[config.mk]
export PLATFORM = sky130hd
export DESIGN_NAME = bom_utf16le_to_escaped_utf8_core_flat
export DESIGN_NICKNAME = d
export VERILOG_FILES = /design/src/rtl/core/bue_pkg.sv /design/src/rtl/core/bue_if.sv /design/src/rtl/core/bom_utf16le_to_escaped_utf8_core.sv /design/src/rtl/core/bue_front.sv /design/src/flat_wrapper.sv
export SDC_FILE = /design/constraint.sdc
export NUM_CORES = 1
export LEC_CHECK = 0
export BUFFER_PORTS_ARGS = -buffer_cell sky130_fd_sc_hd__clkbuf_2
export CORE_ASPECT_RATIO = 1.4
export CORE_MARGIN = 2
export CORE_UTILIZATION = 50
export CTS_CLUSTER_SIZE = 30
export DETAILED_ROUTE_END_ITERATION = 7
export PLACE_DENSITY_LB_ADDON = 0.05
export SKIP_LAST_GASP = 1
export SLEW_MARGIN = 10
export SYNTH_ARGS = -nofsm -noshare
export SYNTH_HDL_FRONTEND = slang
export SYNTH_HIERARCHICAL = 1
export SYNTH_SLANG_ARGS = --single-unit
[constraint.sdc]
create_clock -name i_clk -period 9.2 [get_ports i_clk]
set_input_delay 0.46 -clock i_clk [delete_from_list [all_inputs] [get_ports i_clk]]
set_output_delay 0.46 -clock i_clk [all_outputs]
set_load 0.03 [all_outputs]
[src/rtl/core/bue_pkg.sv]
`timescale 1ns / 1ps

package bue_pkg;

    // Format decision for the current document.
    typedef enum logic [1:0] {
        MODE_UNDECIDED = 2'd0,
        MODE_UTF8      = 2'd1,
        MODE_UTF16     = 2'd2
    } t_mode;

    localparam int CP_W = 21;

    localparam logic [7:0]  BOM8_0      = 8'hEF;
    localparam logic [7:0]  BOM8_1      = 8'hBB;
    localparam logic [7:0]  BOM8_2      = 8'hBF;
    localparam logic [7:0]  BOM16_0     = 8'hFF;
    localparam logic [7:0]  BOM16_1     = 8'hFE;
    localparam logic [5:0]  SURR_HI_TAG = 6'b110110;
    localparam logic [5:0]  SURR_LO_TAG = 6'b110111;
    localparam logic [CP_W-1:0] SUPP_BASE = 21'h10000;
    localparam logic [7:0]  CH_QUOTE    = 8'h22;
    localparam logic [7:0]  CH_BSLASH   = 8'h5C;
    localparam logic [7:0]  CH_U        = 8'h75;
    localparam logic [7:0]  CH_ZERO     = 8'h30;
    localparam logic [7:0]  CH_SPACE    = 8'h20;

    // Work left by one accepted byte: up to two code points, or one raw byte
    // in UTF-8 mode, plus the end-of-document flag.
    typedef struct packed {
        logic            raw;
        logic [1:0]      ncp;
        logic [CP_W-1:0] cp0;
        logic [CP_W-1:0] cp1;
        logic            fin;
    } t_item;

    // Index of the last UTF-8 byte of a code point (raw bytes are single).
    function automatic logic [1:0] utf8_last(input logic [CP_W-1:0] cp, input logic raw);
        logic [1:0] r;
        if (raw || cp <= 21'h7F) begin
            r = 2'd0;
        end else if (cp <= 21'h7FF) begin
            r = 2'd1;
        end else if (cp <= 21'hFFFF) begin
            r = 2'd2;
        end else begin
            r = 2'd3;
        end
        return r;
    endfunction

    function automatic logic [7:0] utf8_byte(input logic [CP_W-1:0] cp, input logic [1:0] last,
                                             input logic [1:0] idx);
        logic [7:0] r;
        r = cp[7:0];
        unique case (last)
            2'd0: r = cp[7:0];
            2'd1: r = (idx == 2'd0) ? {3'b110, cp[10:6]} : {2'b10, cp[5:0]};
            2'd2: begin
                unique case (idx)
                    2'd0:    r = {4'b1110, cp[15:12]};
                    2'd1:    r = {2'b10, cp[11:6]};
                    default: r = {2'b10, cp[5:0]};
                endcase
            end
            default: begin
                unique case (idx)
                    2'd0: r = {5'b11110, cp[20:18]};
                    2'd1: r = {2'b10, cp[17:12]};
                    2'd2: r = {2'b10, cp[11:6]};
                    default: r = {2'b10, cp[5:0]};
                endcase
            end
        endcase
        return r;
    endfunction

    function automatic logic [7:0] hex_digit(input logic [3:0] v);
        return (v < 4'd10) ? (8'h30 + {4'd0, v}) : (8'h61 + {4'd0, v} - 8'd10);
    endfunction

    // Index of the last byte that the escape pass makes of one byte.
    function automatic logic [2:0] esc_last(input logic [7:0] c, input logic in_str);
        logic [2:0] r;
        r = 3'd0;
        if (in_str) begin
            if (c == CH_BSLASH) begin
                r = 3'd1;
            end else if (c < CH_SPACE) begin
                r = 3'd5;
            end
        end
        return r;
    endfunction

    function automatic logic [7:0] esc_byte(input logic [7:0] c, input logic in_str,
                                            input logic [2:0] idx);
        logic [7:0] r;
        r = c;
        if (in_str && c == CH_BSLASH) begin
            r = CH_BSLASH;
        end else if (in_str && c < CH_SPACE) begin
            unique case (idx)
                3'd0:    r = CH_BSLASH;
                3'd1:    r = CH_U;
                3'd2:    r = CH_ZERO;
                3'd3:    r = CH_ZERO;
                3'd4:    r = hex_digit(c[7:4]);
                default: r = hex_digit(c[3:0]);
            endcase
        end
        return r;
    endfunction

endpackage

[src/rtl/core/bue_if.sv]
`timescale 1ns / 1ps

interface bue_in_if;
    logic       valid;
    logic       ready;
    logic [7:0] in_byte;
    logic       last;

    modport source(output valid, output in_byte, output last, input ready);
    modport sink(input valid, input in_byte, input last, output ready);
endinterface

interface bue_out_if;
    logic       valid;
    logic       ready;
    logic [7:0] out_byte;
    logic       byte_valid;
    logic       run_last;
    logic       stream_end;

    modport source(output valid, output out_byte, output byte_valid, output run_last,
                   output stream_end, input ready);
    modport sink(input valid, input out_byte, input byte_valid, input run_last,
                 input stream_end, output ready);
endinterface

[src/rtl/core/bom_utf16le_to_escaped_utf8_core.sv]
`timescale 1ns / 1ps

// Channel | Dir | Payload                                   | Transaction
// i_in    | in  | in_byte[7:0], last                        | valid && ready
// o_out   | out | out_byte[7:0], byte_valid, run_last,      | valid && ready
//         |     | stream_end                                |
//
// An accepted byte is decoded at once into at most two code points in the item register.
// The output register then takes one escaped byte per cycle while o_out is not stalled;
// the next input transaction is taken in the cycle in which the last byte of an item
// moves out, and the first result passes through the item register and then the output
// register. Reset is synchronous and active low and clears control state, not payloads.
// A stall on o_out holds the output and item registers and so holds off i_in as well.
module bom_utf16le_to_escaped_utf8_core (
    input  logic      i_clk,
    input  logic      i_rst_n,
    bue_in_if.sink    i_in,
    bue_out_if.source o_out
);
    import bue_pkg::*;

    // The front end decodes an accepted byte into an item record straight away.
    t_item front_item;
    logic  in_accept;

    assign in_accept = i_in.valid && i_in.ready;

    bue_front u_front (
        .i_clk    (i_clk),
        .i_rst_n  (i_rst_n),
        .i_accept (in_accept),
        .i_byte   (i_in.in_byte),
        .i_last   (i_in.last),
        .o_item   (front_item)
    );

    // Item register: the code points of one input transaction under delivery.
    t_item r_item;
    logic  r_item_valid;

    // Serialiser position: code point slot, UTF-8 byte index, escape index.
    logic       r_slot;
    logic [1:0] r_bidx;
    logic [2:0] r_eidx;
    logic       r_in_string;

    // Output register.
    logic       r_out_valid;
    logic [7:0] r_out_byte;
    logic       r_out_bvalid;
    logic       r_out_run_last;
    logic       r_out_end;

    logic [CP_W-1:0] cur_cp;
    logic [1:0]      u8_last;
    logic [7:0]      u8_byte;
    logic [2:0]      e_last;
    logic [7:0]      e_byte;
    logic            bare;
    logic            emit;
    logic            advance;
    logic            step_ok;
    logic            last_esc;
    logic            last_u8;
    logic            last_step;
    logic            done;

    always_comb begin
        cur_cp   = r_slot ? r_item.cp1 : r_item.cp0;
        u8_last  = utf8_last(cur_cp, r_item.raw);
        u8_byte  = utf8_byte(cur_cp, u8_last, r_bidx);
        e_last   = esc_last(u8_byte, r_in_string);
        e_byte   = esc_byte(u8_byte, r_in_string, r_eidx);
        bare     = (r_item.ncp == 2'd0);
        // Empty items without the end flag pass through without output.
        emit     = r_item_valid && (!bare || r_item.fin);
        advance  = !r_out_valid || o_out.ready;
        step_ok  = r_item_valid && (!emit || advance);
        last_esc = (r_eidx == e_last);
        last_u8  = last_esc && (r_bidx == u8_last);
        last_step = bare || (last_u8 && ({1'b0, r_slot} == 2'(r_item.ncp - 2'd1)));
        done     = step_ok && last_step;
    end

    assign i_in.ready = !r_item_valid || done;

    always_ff @(posedge i_clk) begin
        if (!i_rst_n) begin
            r_item_valid <= 1'b0;
        end else if (in_accept) begin
            r_item_valid <= 1'b1;
        end else if (done) begin
            r_item_valid <= 1'b0;
        end
    end

    always_ff @(posedge i_clk) begin
        if (in_accept) begin
            r_item <= front_item;
        end
    end

    always_ff @(posedge i_clk) begin
        if (!i_rst_n) begin
            r_slot      <= 1'b0;
            r_bidx      <= 2'd0;
            r_eidx      <= 3'd0;
            r_in_string <= 1'b0;
        end else if (step_ok) begin
            if (last_step) begin
                r_slot <= 1'b0;
                r_bidx <= 2'd0;
                r_eidx <= 3'd0;
            end else if (last_u8) begin
                r_slot <= 1'b1;
                r_bidx <= 2'd0;
                r_eidx <= 3'd0;
            end else if (last_esc) begin
                r_bidx <= 2'(r_bidx + 2'd1);
                r_eidx <= 3'd0;
            end else begin
                r_eidx <= 3'(r_eidx + 3'd1);
            end
            // A quote opens a string outside one and closes it inside.
            if (last_step && r_item.fin) begin
                r_in_string <= 1'b0;
            end else if (!bare && last_esc && u8_byte == CH_QUOTE) begin
                r_in_string <= !r_in_string;
            end
        end
    end

    always_ff @(posedge i_clk) begin
        if (!i_rst_n) begin
            r_out_valid <= 1'b0;
        end else if (advance) begin
            r_out_valid <= emit;
        end
    end

    always_ff @(posedge i_clk) begin
        if (advance && emit) begin
            r_out_byte     <= bare ? 8'd0 : e_byte;
            r_out_bvalid   <= !bare;
            r_out_run_last <= last_step;
            r_out_end      <= last_step && r_item.fin;
        end
    end

    assign o_out.valid      = r_out_valid;
    assign o_out.out_byte   = r_out_byte;
    assign o_out.byte_valid = r_out_bvalid;
    assign o_out.run_last   = r_out_run_last;
    assign o_out.stream_end = r_out_end;

    // A bare end marker only ever closes a document.
    a_bare_is_end: assert property (@(posedge i_clk) disable iff (!i_rst_n)
        (o_out.valid && !o_out.byte_valid) |-> (o_out.run_last && o_out.stream_end))
        else $error("bare marker without end flags");

    a_end_is_run_last: assert property (@(posedge i_clk) disable iff (!i_rst_n)
        (o_out.valid && o_out.stream_end) |-> o_out.run_last)
        else $error("stream end without run end");

    // The escape state starts afresh after a document ends.
    a_string_cleared: assert property (@(posedge i_clk) disable iff (!i_rst_n)
        (done && r_item.fin) |=> !r_in_string)
        else $error("string flag survived end of document");

    a_raw_single: assert property (@(posedge i_clk) disable iff (!i_rst_n)
        (r_item_valid && r_item.raw) |-> (r_item.ncp == 2'd1))
        else $error("raw item with wrong code point count");

    a_slot_in_range: assert property (@(posedge i_clk) disable iff (!i_rst_n)
        (r_item_valid && r_slot) |-> (r_item.ncp == 2'd2))
        else $error("serialiser beyond last code point");

endmodule

[src/rtl/core/bue_front.sv]
`timescale 1ns / 1ps

// Front end: format detection, UTF-16 unit assembly and surrogate pairing.
// Turns one input byte into up to two code points (or one raw UTF-8 byte).
module bue_front (
    input  logic          i_clk,
    input  logic          i_rst_n,
    input  logic          i_accept,
    input  logic [7:0]    i_byte,
    input  logic          i_last,
    output bue_pkg::t_item o_item
);
    import bue_pkg::*;

    logic [1:0]  r_head_count, n_head_count;
    logic [15:0] r_head_bytes, n_head_bytes;
    t_mode       r_mode,       n_mode;
    logic [7:0]  r_low_byte,   n_low_byte;
    logic        r_low_held,   n_low_held;
    logic [9:0]  r_pend_high,  n_pend_high;
    logic        r_pend_valid, n_pend_valid;

    logic        unit_v;
    logic [15:0] unit;
    logic [1:0]  cnt;
    logic [7:0]  b0, b1;
    t_item       item;

    always_comb begin
        n_head_count = r_head_count;
        n_head_bytes = r_head_bytes;
        n_mode       = r_mode;
        n_low_byte   = r_low_byte;
        n_low_held   = r_low_held;
        n_pend_high  = r_pend_high;
        n_pend_valid = r_pend_valid;
        unit_v       = 1'b0;
        unit         = 16'd0;
        b0           = r_head_bytes[7:0];
        b1           = r_head_bytes[15:8];
        cnt          = (r_head_count == 2'd3) ? 2'd3 : 2'(r_head_count + 2'd1);
        item         = '0;
        item.fin     = i_last;

        unique case (r_mode)
            MODE_UNDECIDED: begin
                if (cnt == 2'd3 || i_last) begin
                    n_head_count = 2'd0;
                    n_head_bytes = 16'd0;
                    if (cnt == 2'd3 && b0 == BOM8_0 && b1 == BOM8_1 && i_byte == BOM8_2) begin
                        n_mode = MODE_UTF8;
                    end else begin
                        n_mode = MODE_UTF16;
                        if (cnt == 2'd1) begin
                            n_low_byte = i_byte;
                            n_low_held = 1'b1;
                        end else if (cnt == 2'd2) begin
                            if (!(b0 == BOM16_0 && i_byte == BOM16_1)) begin
                                unit_v = 1'b1;
                                unit   = {i_byte, b0};
                            end
                        end else begin
                            n_low_byte = i_byte;
                            n_low_held = 1'b1;
                            if (!(b0 == BOM16_0 && b1 == BOM16_1)) begin
                                unit_v = 1'b1;
                                unit   = {b1, b0};
                            end
                        end
                    end
                end else begin
                    n_head_count = cnt;
                    if (cnt == 2'd1) begin
                        n_head_bytes[7:0] = i_byte;
                    end else begin
                        n_head_bytes[15:8] = i_byte;
                    end
                end
            end
            MODE_UTF8: begin
                item.raw = 1'b1;
                item.ncp = 2'd1;
                item.cp0 = {13'd0, i_byte};
            end
            default: begin
                if (r_low_held) begin
                    n_low_held = 1'b0;
                    unit_v     = 1'b1;
                    unit       = {i_byte, r_low_byte};
                end else begin
                    n_low_byte = i_byte;
                    n_low_held = 1'b1;
                end
            end
        endcase

        // Surrogate pairing.
        if (unit_v) begin
            if (r_pend_valid && unit[15:10] == SURR_LO_TAG) begin
                item.cp0     = SUPP_BASE + {1'b0, r_pend_high, unit[9:0]};
                item.ncp     = 2'd1;
                n_pend_valid = 1'b0;
            end else begin
                if (r_pend_valid) begin
                    item.cp0     = {5'd0, SURR_HI_TAG, r_pend_high};
                    item.ncp     = 2'd1;
                    n_pend_valid = 1'b0;
                end
                if (unit[15:10] == SURR_HI_TAG) begin
                    n_pend_high  = unit[9:0];
                    n_pend_valid = 1'b1;
                end else if (item.ncp == 2'd0) begin
                    item.cp0 = {5'd0, unit};
                    item.ncp = 2'd1;
                end else begin
                    item.cp1 = {5'd0, unit};
                    item.ncp = 2'd2;
                end
            end
        end

        // A high surrogate still waiting at the end goes out on its own.
        if (i_last && n_pend_valid) begin
            if (item.ncp == 2'd0) begin
                item.cp0 = {5'd0, SURR_HI_TAG, n_pend_high};
                item.ncp = 2'd1;
            end else begin
                item.cp1 = {5'd0, SURR_HI_TAG, n_pend_high};
                item.ncp = 2'd2;
            end
        end

        if (i_last) begin
            n_head_count = 2'd0;
            n_head_bytes = 16'd0;
            n_mode       = MODE_UNDECIDED;
            n_low_byte   = 8'd0;
            n_low_held   = 1'b0;
            n_pend_high  = 10'd0;
            n_pend_valid = 1'b0;
        end
    end

    assign o_item = item;

    always_ff @(posedge i_clk) begin
        if (!i_rst_n) begin
            r_head_count <= 2'd0;
            r_head_bytes <= 16'd0;
            r_mode       <= MODE_UNDECIDED;
            r_low_byte   <= 8'd0;
            r_low_held   <= 1'b0;
            r_pend_high  <= 10'd0;
            r_pend_valid <= 1'b0;
        end else if (i_accept) begin
            r_head_count <= n_head_count;
            r_head_bytes <= n_head_bytes;
            r_mode       <= n_mode;
            r_low_byte   <= n_low_byte;
            r_low_held   <= n_low_held;
            r_pend_high  <= n_pend_high;
            r_pend_valid <= n_pend_valid;
        end
    end

endmodule

[src/flat_wrapper.sv]
// flat-port wrapper written by rule: the top's interface ports become plain ports
module bom_utf16le_to_escaped_utf8_core_flat import bue_pkg::*;
  (i_clk, i_rst_n, i_in_valid, i_in_in_byte, i_in_last, i_in_ready, o_out_valid, o_out_out_byte, o_out_byte_valid, o_out_run_last, o_out_stream_end, o_out_ready);
  bue_in_if i_in_i ();
  bue_out_if o_out_i ();
  input  logic i_clk;
  input  logic i_rst_n;
  input wire logic [$bits(i_in_i.valid)-1:0] i_in_valid;
  input wire logic [$bits(i_in_i.in_byte)-1:0] i_in_in_byte;
  input wire logic [$bits(i_in_i.last)-1:0] i_in_last;
  output wire logic [$bits(i_in_i.ready)-1:0] i_in_ready;
  output wire logic [$bits(o_out_i.valid)-1:0] o_out_valid;
  output wire logic [$bits(o_out_i.out_byte)-1:0] o_out_out_byte;
  output wire logic [$bits(o_out_i.byte_valid)-1:0] o_out_byte_valid;
  output wire logic [$bits(o_out_i.run_last)-1:0] o_out_run_last;
  output wire logic [$bits(o_out_i.stream_end)-1:0] o_out_stream_end;
  input wire logic [$bits(o_out_i.ready)-1:0] o_out_ready;
  assign i_in_i.valid = i_in_valid;
  assign i_in_i.in_byte = i_in_in_byte;
  assign i_in_i.last = i_in_last;
  assign i_in_ready = i_in_i.ready;
  assign o_out_valid = o_out_i.valid;
  assign o_out_out_byte = o_out_i.out_byte;
  assign o_out_byte_valid = o_out_i.byte_valid;
  assign o_out_run_last = o_out_i.run_last;
  assign o_out_stream_end = o_out_i.stream_end;
  assign o_out_i.ready = o_out_ready;
  bom_utf16le_to_escaped_utf8_core u_core (.i_clk(i_clk), .i_rst_n(i_rst_n), .i_in(i_in_i), .o_out(o_out_i));
endmodule
==> flow_summary.ini, run 1 <==
[drt]
drtIter0Drc = 498
viasPerCell = 6.44
via_count = 5809
ant_nets = 0
drt_first_pass_iters = 7
wl_per_cell_um = 21.3
drc = 0
drt_wl_total_mm = 19.2

[worst_setup_path]
cpMostUsedCell = nor2_1
startpoint = u_core/r_slot
crit_required_ps = 9480
cp-end-kind = flop
worstSetupStartpointType = flop
cp_max_fo = 50
r2r-start = u_core/r_slot
max_stage_delay_ps = 720
crit_path_top_delay_cell = nor2_1
worstPathArrival_ps = 6850
worstSetupPathType = reg -> reg

[global_route]
grt_pass1_vias = 5702
grt_max_degree = 51
grt_pass1_wl_mm = 29.9
grtUsageTotal_pct = 27.1
grt_antenna_before_repair = 0
grt-ovfl-total = 0

[clock_tree]
path_clk_slew_ps = 70
clock-sinks = 106
insertion_delay_ps = 350
cts_resized = 0
postCtsSetupBuffers = 0
clockRootBuffer = clkbuf_16
htreeDepth = 3
ctsHoldBuffers = 0
cts_buffer_depth = 2
cts_tree = done
cts_buffers = 9

[timing]
finalSetupViolations = 0
period_minus_slack_ps = 6570
fin_crit_sh_pct = 71.4
finalHoldViolCount = 0
setup_tns_ps = 0
tightestPinTransition_ps = 1110
rsz0062_at_grt = false
finalClockSkew_ps = 10.8
relSlewSlack_pct = 25.8
timing.fmax_ghz = 0.152
slew_viol_final = 0

[synthesis]
avgSynthCellArea_um2 = 9.38
synthesis.area_um2 = 6700
synthCells = 714
ys_ff_latch = 106
synthFlopType = edfxtp_1
ys.warnings.count = 6
synth.distinct_cells = 85
yosysSeqAreaShare_pct = 40.2
synth_edf_count = 57
async_reset_ff_share_pct = 0

[power_and_ir_drop]
worst_ir_drop_vdd_v = 0.0000990
cellLeakagePower_nw = 2.50
power_density_nw_per_um2 = 151
totalPowerFinal_mw = 1.08

[die]
core_um2 = 13200
die_x_um = 102
io_pins = 26
initial_utilization_pct = 50.7
die_h_um = 141
fp.dieArea_um2 = 14300
rows = 50

[outcome]
status = finished, final reports clean

[final_layout]
antenna_cells = 0
final_cell_mix = nand2_1 (57), edfxtp_1 (57), nand3_1 (49), dfxtp_1 (49), nor2_1 (45)
area_growth_syn_to_layout_pct = 7.17
drive_above_1_share_pct = 11.5
nets = 751

[place]
dp_hpwl_mm = 14.5
portBuffers = 25
gp_congestion = 0.910

[job]
cap_violations = 0

[hold_path]
hold_class = in -> reg
hp-start = i_in_valid
critical path, delay by kind of cell, from the launching register on:
family	cells	cell delay [ps]
simple gates	13	2880
compound gates	6	1610
buf+inv	4	1210
fa+ha+maj	2	430
flops	1	310
path summary, 6_finish.rpt:
path              slack, ps  depth (start not counted)                        endpoint
setup / recovery       2630                         25  u_core/u_front/r_head_count[0]
hold / removal          360                          2             u_core/r_item_valid
setup reg to reg       2630                         25  u_core/u_front/r_head_count[0]
hold reg to reg         510                          2  u_core/u_front/r_head_bytes[9]
metal layers:
metal,vias up,part of all wire (%),GRT usage [%]
met2,213,53,48.7
met4,0,5.5,16.4
met3,65,4.9,3.42
met5,-,0,0
li1,2736,-,-
met1,2795,37,29.6
layout make-up:
type	instances	area, um^2
flip-flops and latches	106	2690
well taps	182	228
repair buffers	28	148
inverters	34	128
clock inverters	5	43.8
fillers	1209	6020
clock buffers	11	264
multi-input cells	536	3670
registers in the layout, indices dropped and copies added, names as in the netlist:
signal,count
u_core/r_item_valid,1
u_core/u_front/r_mode,2
u_core/u_front/r_head_count,2
u_core/u_front/r_low_held,1
u_core/r_in_string,1
u_core/r_bidx,2
u_core/u_front/r_low_byte,8
u_core/r_item,46
u_core/u_front/r_head_bytes,16
u_core/u_front/r_pend_high,10
u_core/o_out.out_byte,8
u_core/o_out.byte_valid,1
u_core/o_out.run_last,1
u_core/o_out.valid,1
u_core/r_eidx,3
u_core/u_front/r_pend_valid,1
u_core/r_slot,1
u_core/o_out.stream_end,1
power breakdown:
| part | leakage (nW) | internal (mW) | total [mW] | switching, mW |
|---|---|---|---|---|
| Clock | 0.151 | 0.211 | 0.389 | 0.177 |
| Sequential | 0.963 | 0.521 | 0.534 | 0.0129 |
| Combinational | 1.38 | 0.0503 | 0.160 | 0.109 |
synth_stat cells, types with 5 or more instances:
master | count | area (um^2)
mux2i_1 | 9 | 90.1
a22o_1 | 27 | 236
and2_1 | 11 | 68.8
a222oi_1 | 12 | 120
nor2_1 | 45 | 169
a22oi_1 | 17 | 128
o22ai_1 | 5 | 31.3
o211ai_1 | 17 | 128
inv_1 | 34 | 128
ha_1 | 23 | 288
or2_2 | 6 | 37.5
buf_2 | 12 | 60.1
nand4_1 | 5 | 31.3
a211oi_1 | 8 | 60.1
edfxtp_1 | 57 | 1710
clkbuf_1 | 20 | 75.1
nor3_1 | 8 | 40.0
o21ai_0 | 35 | 175
a31oi_1 | 6 | 37.5
o31ai_1 | 5 | 37.5
nor2b_1 | 17 | 106
a21oi_1 | 30 | 150
a21boi_0 | 26 | 195
nand2_1 | 57 | 214
o21a_1 | 6 | 45.0
mux2_2 | 12 | 135
buf_4 | 6 | 45.0
or3_1 | 6 | 37.5
nor4_1 | 6 | 37.5
o2111ai_1 | 6 | 52.6
nand3_1 | 49 | 245
dfxtp_1 | 49 | 981
through the flow:
stage	std cells	hold slack [ps]	setup WS, ps	area [um^2]	util, %
2_1_floorplan	718	451	2610	6710	-
3_3_place_gp	886	482	2910	6870	52.0
3_5_place_dp	886	498	2780	6870	52.0
4_1_cts	902	350	2740	7180	54.4
5_1_grt	902	356	2020	7180	54.4
6_report	902	360	2630	7180	54.4
logic make-up (layout without fill, tap and decap cells):
family,after synthesis,after routing,synth area share (%)
AO/OA/AOI/OAI,244,244,27.7
XOR/XNOR,4,4,0.523
adder cells (fa/ha/maj),23,23,4.30
buffers and inverters,76,78,5.18
flip-flops,106,106,40.2
multiplexers,22,22,3.59
other,1,5,0.0560
AND/OR/NAND/NOR,238,238,18.4
Note: power is estimated with default switching activity, not from simulation.
==> run 2, diff against run 1 <==
clock period = 6 ns   (was 9.2 ns; I/O delays follow)
==> flow_summary.ini, run 2 (synthesis results as in run 1) <==
[place]
gp_congestion = 0.937
placed_cell_area_um2 = 6960
portBuffers = 25
dp_hpwl_mm = 15.0

[drt]
drt_first_pass_iters = 7
ant_nets = 0
drc = 0
drt_wl_total_mm = 20.1
wl_per_cell_um = 22.0
viasPerCell = 6.43
via_count = 5876
drtIter0Drc = 494

[die]
rows = 50
die_h_um = 141
io_pins = 26
fp.dieArea_um2 = 14300
core_um2 = 13200
die_x_um = 102
initial_utilization_pct = 50.7

[global_route]
grt-ovfl-total = 0
grt_use_met2_pct = 50.7
grt_busiest_layer = met2
grt_pass1_wl_mm = 31.6
grt_pass1_vias = 5829
grt_max_degree = 49
met1_usage_pct = 33.6
grtUsageTotal_pct = 28.9
grt_antenna_before_repair = 0
use_met3_pct = 3.87

[clock_tree]
cts_tree = done
clock-sinks = 106
cts_buffers = 9
htreeDepth = 3
postCtsSetupBuffers = 0
path_clk_slew_ps = 70
insertion_delay_ps = 340
clockRootBuffer = clkbuf_16
cts_buffer_depth = 2

[job]
cap_violations = 0

[worst_setup_path]
cpMostUsedCell = inv_1
max_stage_delay_ps = 500
cp_max_fo = 14
path_cells = buf_4, nor4b_2, a22oi_1, nor2_1, or2_2, inv_1, ha_1, nor2b_1, or3_1, a222oi_1, o22ai_1, inv_1, ha_1, nand2_1, a2111oi_4, a2111o_1, nand3_1, a31oi_1, inv_1, and2_4, o21ai_0, nor2_2, nand3_1, a21boi_0
crit_required_ps = 6270
cp-end-kind = flop
crit_path_top_delay_cell = a2111o_1
worstSetupPathType = reg -> reg
worstSetupStartpointType = flop
worstPathArrival_ps = 5650

[final_layout]
largest_register_ffs = 46
reg_top3 = u_core/r_item (46), u_core/u_front/r_head_bytes (16), u_core/u_front/r_pend_high (10)
drive_above_1_share_pct = 13.5
fillers = 1227
area_growth_syn_to_layout_pct = 8.52
regMostFlops = u_core/r_item
final_area_um2 = 7270
nets = 763
final_cell_mix = nand2_1 (57), edfxtp_1 (57), nand3_1 (49)
antenna_cells = 0

[timing]
finalClockSkew_ps = 9.77
period_minus_slack_ps = 5380
timing.fmax_ghz = 0.186
setup_tns_ps = 0
finalHoldViolCount = 0
slew_viol_final = 0
fin_crit_sh_pct = 89.7
rsz0062_at_grt = false
finalSetupViolations = 0
tightestPinTransition_ps = 1090
relSlewSlack_pct = 27.1

[power_and_ir_drop]
cellLeakagePower_nw = 2.54
worst_ir_drop_vdd_v = 0.000155
power_density_nw_per_um2 = 223

[hold_path]
hold_class = in -> reg

[outcome]
status = finished, final reports clean
==> run 2: repair_timing <==
action	4_1_cts	5_1_grt
resized for setup	0	8
endpoints found under the setup margin	0	85
hold buffers	0	0
==> run 2: cell type report <==
class                      count  area, um^2  area share (%)
clock buffer                  11         233            3.20
clock inverter                 5        36.3           0.499
tap                          182         228            3.13
multi-input combinational    536        3710            51.0
timing repair buffer          40         241            3.32
sequential                   106        2690            37.1
inverter                      34         128            1.76
==> run 2: critical path, delay by kind of cell, from the launching register on <==
kind                       cells  cell delay (ps)
and+or+nand+nor               10             2040
AOI/OAI and AO/OA              8             1910
buffers and inverters          4              540
adders and majority gates      2              440
DFF                            1              400
==> run 2: worst paths after layout <==
kind / startpoint / end / slack, ps / depth (start not counted)
setup reg to reg: u_core/r_slot / u_core/u_front/r_head_bytes[10] / 620 / 24
hold reg to reg: u_core/u_front/r_head_bytes[7] / u_core/u_front/r_head_bytes[7] / 510 / 2
hold / removal: i_in_valid / u_core/r_item_valid / 200 / 2
setup / recovery: u_core/r_slot / u_core/u_front/r_head_bytes[10] / 620 / 24
==> run 2: routing by layer <==
| layer | share of wire [%] | routed length [um] |
|---|---|---|
| met5 | 0 | 0 |
| met1 | 37 | 7540 |
| met3 | 4.8 | 967 |
| met2 | 53 | 10700 |
| met4 | 4.3 | 868 |
==> run 2: stage by stage <==
step | total power, mW | instances | hold WS [ps] | setup WS [ps] | util, %
global route | 1.69 | 914 | 196 | 89.3 | 55.1
detailed placement | 1.09 | 898 | 496 | 383 | 52.7
CTS | 1.63 | 914 | 195 | 354 | 54.8
finish | 1.62 | 914 | 200 | 615 | 55.1
global placement | 1.08 | 898 | 490 | 521 | 52.7
floorplan | 1.01 | 718 | 418 | 285 | -
==> run 2: where the power goes <==
part,internal (mW),switching [mW],leakage (nW)
Sequential,0.799,0.0222,0.963
Combinational,0.0863,0.170,1.45
Clock,0.285,0.261,0.131
Total,1.17,0.453,2.54
